## config.mk

```make
export PLATFORM = sky130hd
export DESIGN_NAME = pfdt_ctrl
export DESIGN_NICKNAME = d
export VERILOG_FILES = /design/src/design/pfdt_pkg.sv /design/src/design/pfdt_ctrl.sv
export SDC_FILE = /design/constraint.sdc
export NUM_CORES = 1
export LEC_CHECK = 0
export BUFFER_PORTS_ARGS = -buffer_cell sky130_fd_sc_hd__buf_2
export CAP_MARGIN = 10
export CELL_PAD_IN_SITES_DETAIL_PLACEMENT = 1
export CELL_PAD_IN_SITES_GLOBAL_PLACEMENT = 1
export CORE_AREA = 2 2 39 41
export CTS_BUF_LIST = sky130_fd_sc_hd__clkbuf_2
export CTS_CLUSTER_DIAMETER = 150
export DETAILED_ROUTE_END_ITERATION = 10
export DIE_AREA = 0 0 41 43
export PLACE_DENSITY_LB_ADDON = 0.1
export SYNTH_ARGS = -nofsm -noshare
export SYNTH_HDL_FRONTEND = slang
export SYNTH_SLANG_ARGS = --single-unit
```

## constraint.sdc

```tcl
create_clock -name aclk -period 2.3 [get_ports aclk]
set_input_delay 0.345 -clock aclk [delete_from_list [all_inputs] [get_ports aclk]]
set_output_delay 0.345 -clock aclk [all_outputs]
set_load 0.05 [all_outputs]
```

## src/design/pfdt_pkg.sv

```systemverilog
// Shared package of the page framebuffer dirty tracker.
// Holds the geometry constants, the operation and state codes and the
// command and status bundles between the controller and the datapath.
package pfdt_pkg;

    // Picture geometry and store size.
    localparam int WIDTH       = 128;
    localparam int HEIGHT      = 64;
    localparam int STORE_BYTES = 1024;
    localparam int MAX_BURST   = 64;
    localparam int PAGE_LAST   = (HEIGHT - 1) / 8;

    // Derived widths.
    localparam int ADDR_W = $clog2(STORE_BYTES);
    localparam int POS_W  = 13;
    localparam int CNT_W  = 7;
    localparam int COL_W  = 8;
    localparam int PAGE_W = 5;
    localparam int WLEN_W = 14;

    // Operation codes carried on the input tuser.
    typedef enum logic [2:0] {
        OP_SET    = 3'd0,
        OP_CLR    = 3'd1,
        OP_GET    = 3'd2,
        OP_COPY   = 3'd3,
        OP_SHOW   = 3'd4,
        OP_LOCK   = 3'd5,
        OP_UNLOCK = 3'd6,
        OP_CLAIM  = 3'd7
    } pfdt_op_t;

    // Controller states.
    typedef enum logic [2:0] {
        ST_CLEAR,
        ST_IDLE,
        ST_DECODE,
        ST_PIX,
        ST_WALK,
        ST_READ,
        ST_SEND,
        ST_STATUS
    } pfdt_state_t;

    // Commands from the controller to the datapath.
    typedef struct packed {
        logic clr_wr;
        logic capture;
        logic pix_rd;
        logic pix_commit;
        logic flag_op;
        logic copy_init;
        logic walk_step;
        logic emit_rd;
        logic load_byte;
        logic load_status;
    } pfdt_cmd_t;

    // Status from the datapath to the controller.
    typedef struct packed {
        pfdt_op_t op;
        logic     clr_last;
        logic     in_range;
        logic     dirty;
        logic     limit_zero;
        logic     walk_last;
        logic     emit_last;
        logic     out_free;
    } pfdt_sts_t;

endpackage

```

## src/design/pfdt_ctrl.sv

```systemverilog
// Controller state machine of the page framebuffer dirty tracker.
// Depends on pfdt_pkg for the state, operation, command and status types.
module pfdt_ctrl (
    input  logic                aclk,
    input  logic                aresetn,
    input  logic                s_tvalid,
    output logic                s_tready,
    input  pfdt_pkg::pfdt_sts_t sts,
    output pfdt_pkg::pfdt_cmd_t cmd
);

    pfdt_pkg::pfdt_state_t state_reg;
    pfdt_pkg::pfdt_state_t state_next;

    // State register; reset starts the store clearing sweep.
    always_ff @(posedge aclk) begin
        if (!aresetn) begin
            state_reg <= pfdt_pkg::ST_CLEAR;
        end else begin
            state_reg <= state_next;
        end
    end

    // Next state and commands.
    always_comb begin
        state_next = state_reg;
        cmd        = '0;
        s_tready   = 1'b0;
        unique case (state_reg)
            pfdt_pkg::ST_CLEAR: begin
                cmd.clr_wr = 1'b1;
                if (sts.clr_last) begin
                    state_next = pfdt_pkg::ST_IDLE;
                end
            end
            pfdt_pkg::ST_IDLE: begin
                s_tready = 1'b1;
                if (s_tvalid) begin
                    cmd.capture = 1'b1;
                    state_next  = pfdt_pkg::ST_DECODE;
                end
            end
            pfdt_pkg::ST_DECODE: begin
                unique case (sts.op) inside
                    pfdt_pkg::OP_SET, pfdt_pkg::OP_CLR, pfdt_pkg::OP_GET: begin
                        if (sts.in_range) begin
                            cmd.pix_rd = 1'b1;
                            state_next = pfdt_pkg::ST_PIX;
                        end else begin
                            state_next = pfdt_pkg::ST_STATUS;
                        end
                    end
                    pfdt_pkg::OP_COPY: begin
                        if (!sts.dirty) begin
                            state_next = pfdt_pkg::ST_STATUS;
                        end else begin
                            cmd.copy_init = 1'b1;
                            state_next = sts.limit_zero ? pfdt_pkg::ST_STATUS
                                                        : pfdt_pkg::ST_WALK;
                        end
                    end
                    pfdt_pkg::OP_SHOW, pfdt_pkg::OP_LOCK, pfdt_pkg::OP_UNLOCK,
                    pfdt_pkg::OP_CLAIM: begin
                        cmd.flag_op = 1'b1;
                        state_next  = pfdt_pkg::ST_STATUS;
                    end
                endcase
            end
            pfdt_pkg::ST_PIX: begin
                cmd.pix_commit = 1'b1;
                state_next     = pfdt_pkg::ST_STATUS;
            end
            pfdt_pkg::ST_WALK: begin
                // Dry run of the burst to learn its length and final state.
                cmd.walk_step = 1'b1;
                if (sts.walk_last) begin
                    state_next = pfdt_pkg::ST_READ;
                end
            end
            pfdt_pkg::ST_READ: begin
                cmd.emit_rd = 1'b1;
                state_next  = pfdt_pkg::ST_SEND;
            end
            pfdt_pkg::ST_SEND: begin
                if (sts.out_free) begin
                    cmd.load_byte = 1'b1;
                    state_next = sts.emit_last ? pfdt_pkg::ST_IDLE : pfdt_pkg::ST_READ;
                end
            end
            pfdt_pkg::ST_STATUS: begin
                if (sts.out_free) begin
                    cmd.load_status = 1'b1;
                    state_next      = pfdt_pkg::ST_IDLE;
                end
            end
        endcase
    end

endmodule

```

# [Word-level counts from Yosys, hierarchy flattened]
# Index checks and enable logic that the tools add are counted.
[word_totals] regBits=3 in_bits=13 out_inout_bits=11 wordCells=53
[classes] eq_ne=19 n_mux=28 n_reduce_logical=5
[op_table] operator="equality test 3 bit, second input constant" n=8
[op_table] operator="one-hot mux 3 bit (8 select lines)" n=1
[op_table] operator="two-way mux 3 bit" n=7
[op_table] operator="two-way mux 1 bit" n=16
[op_table] operator="equality test 3 x 2 -> 1 bit, second input constant" n=4
[op_table] operator="!= test 2 bit, second input constant" n=5
[op_table] operator="one-hot mux 3 bit (3 select lines)" n=1
[op_table] operator="equality test 3 x 1 -> 1 bit, second input constant" n=2
[op_table] operator="zero test 3 bit" n=2
[op_table] operator="two-way mux 2 bit" n=3
[op_table] operator="AND reduction 5 bit" n=1
[op_table] operator="OR reduction 4 bit" n=1
[op_table] operator="OR reduction 3 bit" n=1

# [Depth between registers and ports, before layout]
[depth] depth_word=4 ltp_mapped=5 depth_no_buf=5

# [Worst setup path after synthesis]
# Ideal clock, no wire load.
[synth_path] kind="reg2out" from="register state_reg[1]" to="output cmd[8] (netlist name)" arrival_ps=1808 t_required_ps=1955 setup_slack_ps=147 path_stages_with_launch=5 n_path_buf=1 cell_sequence="dfxtp_1 -> buf_2 -> nand2b_1 -> nor2_1 -> and2_1"
[synth_lines] element="start: declaration" line="pfdt_ctrl.sv:12" source="pfdt_pkg::pfdt_state_t state_reg;"
[synth_lines] element="start signal: assignment" line="pfdt_ctrl.sv:18" source="state_reg <= pfdt_pkg::ST_CLEAR;"
[synth_lines] element="start signal: assignment" line="pfdt_ctrl.sv:20" source="state_reg <= state_next;"
[synth_lines] element="end: declaration" line="pfdt_ctrl.sv:9" source="output pfdt_pkg::pfdt_cmd_t cmd"

==> flow_summary.json <==
{
  "status": "complete, no violations",
  "seq_area_frac_synth_pct": 21.52,
  "finalSetupTns_ns": 0,
  "hold_viol": 0,
  "postRouteAntennaNets": 0,
  "yosysMostFrequentCell": "nor2_1",
  "use_met1_pct": 13.46,
  "yosysWarnings": 0,
  "synth-async-reset-ratio_pct": 0,
  "ir_worst_vdd_mv": 0.3211,
  "skew_ns": 0.0004003,
  "setup-violations-final": 0,
  "syn_area_um2": 279.0,
  "die_area_mm2": 0.001763,
  "grt.met2_usage_pct": 17.19,
  "hp-class": "in2reg",
  "worstSkewPairLatency_ns": 0.20,
  "grt.busiest_layer": "met2",
  "grt_max_degree": 15,
  "antenna_found_initial": 0,
  "synth_top_area_cell": "dfxtp_1",
  "avgSynthCellArea_um2": 6.975,
  "critPathTopFamily": "flip-flops",
  "holdPathStages": 2,
  "fmax_ghz": 0.5456,
  "ff2ff_path_depth": 5,
  "clkSlewWorstSetupHoldPaths_ns": 0.04,
  "num_vias": 385,
  "synth-xor-area-share_pct": 0,
  "clk_path_buf_depth": 2,
  "grt_pass1_vias": 364,
  "grt-ovfl-total": 0,
  "critical_path_class": "reg2out",
  "ys_ff_latch": 3,
  "diodes": 0,
  "rows": 14,
  "synthMuxAreaShare_pct": 3.587,
  "drc_errors": 0,
  "fin_nets": 79,
  "synth.net_count": 53,
  "finalCritPeriodShare_pct": 79.69,
  "initial_core_util_pct": 20.16,
  "chipHeight_um": 43,
  "ctsHoldBuffers": 0,
  "synth-adder-area-share_pct": 0,
  "place_congestion": 0.6780,
  "wire_per_inst_um": 10.79,
  "r2r_slack_ns": 0.77,
  "synth_simple_gate_area_share_pct": 43.50,
  "syn_inst": 40,
  "synth_top_family_by_area": "simple AND/OR/NAND/NOR gates",
  "port_buffers": 23,
  "drtPass1Iterations": 6,
  "power_density_mw_per_mm2": 912.6,
  "cts_tree": "built",
  "drt_iter0_markers": 4,
  "worstSetupEndpointType": "output pin",
  "synth_cell_types": 22,
  "numCtsBuffers": 3,
  "p_leak_nw": 0.2106,
  "cts_root_buf": "clkbuf_2",
  "critPathArrivalTime_ns": 1.49,
  "path_max_fanout": 14,
  "synth_compound_gate_area_share_pct": 22.42,
  "fp.coreArea_mm2": 0.001384,
  "largest_reg_flops": 3,
  "r2r-end": "state_reg[0]$_SDFFE_PN0P_",
  "dpl.hpwl_um": 715.6,
  "max_cap_viol_count": 0,
  "synth_top_area_share_pct": 21.52,
  "slowest_delay_ns": 0.61,
  "cp_cell_sequence": "nand2b_1 > nor2_1 > and2_1 > buf_2",
  "drive_gt1_share_pct": 44.62,
  "whs_ns": 0.3738,
  "min_from": "aresetn",
  "period_needed_ns": 1.833,
  "grt_use_met3_pct": 2.094,
  "worst_pin_slew_ns": 0.4731,
  "drt_wl_total_um": 874,
  "io_pins": 24,
  "slowest_stage": "dfxtp_1",
  "clock_sinks": 3,
  "ys_top_cells_by_count": "nor2_1 (7), nor3_1 (5), nand2_1 (4)",
  "synth_edf_count": 0,
  "hold_end": "state_reg[1]$_SDFFE_PN0P_",
  "chipWidth_um": 41,
  "grt_pass1_wl_mm": 1.359,
  "post-cts-setup-buffers": 0,
  "htree_levels": 1,
  "rsz0062_at_grt": "no",
  "r2r-start": "state_reg[0]$_SDFFE_PN0P_",
  "viasPerCell": 4.753,
  "cts_resized": 0,
  "synth_area_leaders": "dfxtp_1 (22%), nor2_1 (9.4%), nor3_1 (9.0%)",
  "required_ns": 1.96,
  "max_slew_margin_pct": 68.42,
  "worst-path-buf-inv": 1,
  "ys.flop_type": "dfxtp_1",
  "cp-start-kind": "flop",
  "slew_viol_final": 0,
  "grt_use_total_pct": 10.73,
  "area_growth_pct": 49.33
}
==> power breakdown <==
group | total (mW) | switching (mW) | leakage, nW | internal (mW)
clock | 0.0743 | 0.0284 | 0.0166 | 0.0459
combinational | 0.210 | 0.145 | 0.169 | 0.0646
sequential | 0.0964 | 0.0324 | 0.0247 | 0.0640
==> worst register-to-register path, stage by stage (launching register included) <==
cell	delay, ns
dfxtp_1	0.61
mux2i_1	0.23
a21oi_1	0.09
o22ai_2	0.19
nor2_1	0.08
o221a_1	0.22
==> metal layers <==
| metal | up-vias | part of all wire [%] |
|---|---|---|
| met5 | - | 0 |
| met4 | 0 | 0 |
| met3 | 0 | 8.4 |
| met2 | 17 | 45 |
| met1 | 175 | 46 |
| li1 | 193 | - |
==> per-stage QoR <==
step,setup WS (ns),total power [mW],std cells,area (um2),utilization [%]
floorplan,0.1470,0.2629,40,279.0,-
global placement,0.7077,0.3099,77,396.6,28.66
detailed placement,0.6692,0.3087,77,396.6,28.66
CTS,0.4424,0.3859,81,416.7,30.11
global route,0.2903,0.4104,81,416.7,30.11
finish,0.4671,0.3802,81,416.7,30.11
==> worst max-delay path by stage <==
stage                         startpoint      to  slack (ns)  cells past startpoint
6_report       state_reg[0]$_SDFFE_PN0P_  cmd[8]        0.47                      4
5_1_grt        state_reg[0]$_SDFFE_PN0P_  cmd[8]        0.29                      4
4_1_cts        state_reg[0]$_SDFFE_PN0P_  cmd[8]        0.44                      4
3_5_place_dp   state_reg[0]$_SDFFE_PN0P_  cmd[8]        0.67                      4
3_3_place_gp   state_reg[0]$_SDFFE_PN0P_  cmd[8]        0.71                      4
2_1_floorplan  state_reg[1]$_SDFFE_PN0P_  cmd[8]        0.15                      4
==> cells in the final DEF (no fill, tap or decap), types with 2 or more instances in the layout <==
cell type,netlist,final
nand2_1,4,4
nor3b_1,2,2
and2_1,2,2
o21ai_0,2,2
nor3_1,5,5
nor2_1,7,7
clkbuf_2,0,4
dfxtp_1,3,3
buf_2,1,23
==> cells by family after synthesis <==
family | after synthesis
DFF | 3
muxes | 1
AOI/OAI and AO/OA | 8
and+or+nand+nor | 24
buffers and inverters | 4
==> area by class of cell <==
| cell class | count | area [um2] |
|---|---|---|
| Tap cell | 16 | 20.02 |
| Multi-Input combinational cell | 33 | 193.9 |
| Sequential cell | 3 | 60.06 |
| Fill cell | 184 | 967.2 |
| Inverter | 2 | 7.507 |
| Timing Repair Buffer | 23 | 115.1 |
| Clock buffer | 4 | 20.02 |
Power figures use the tool's default switching activity.
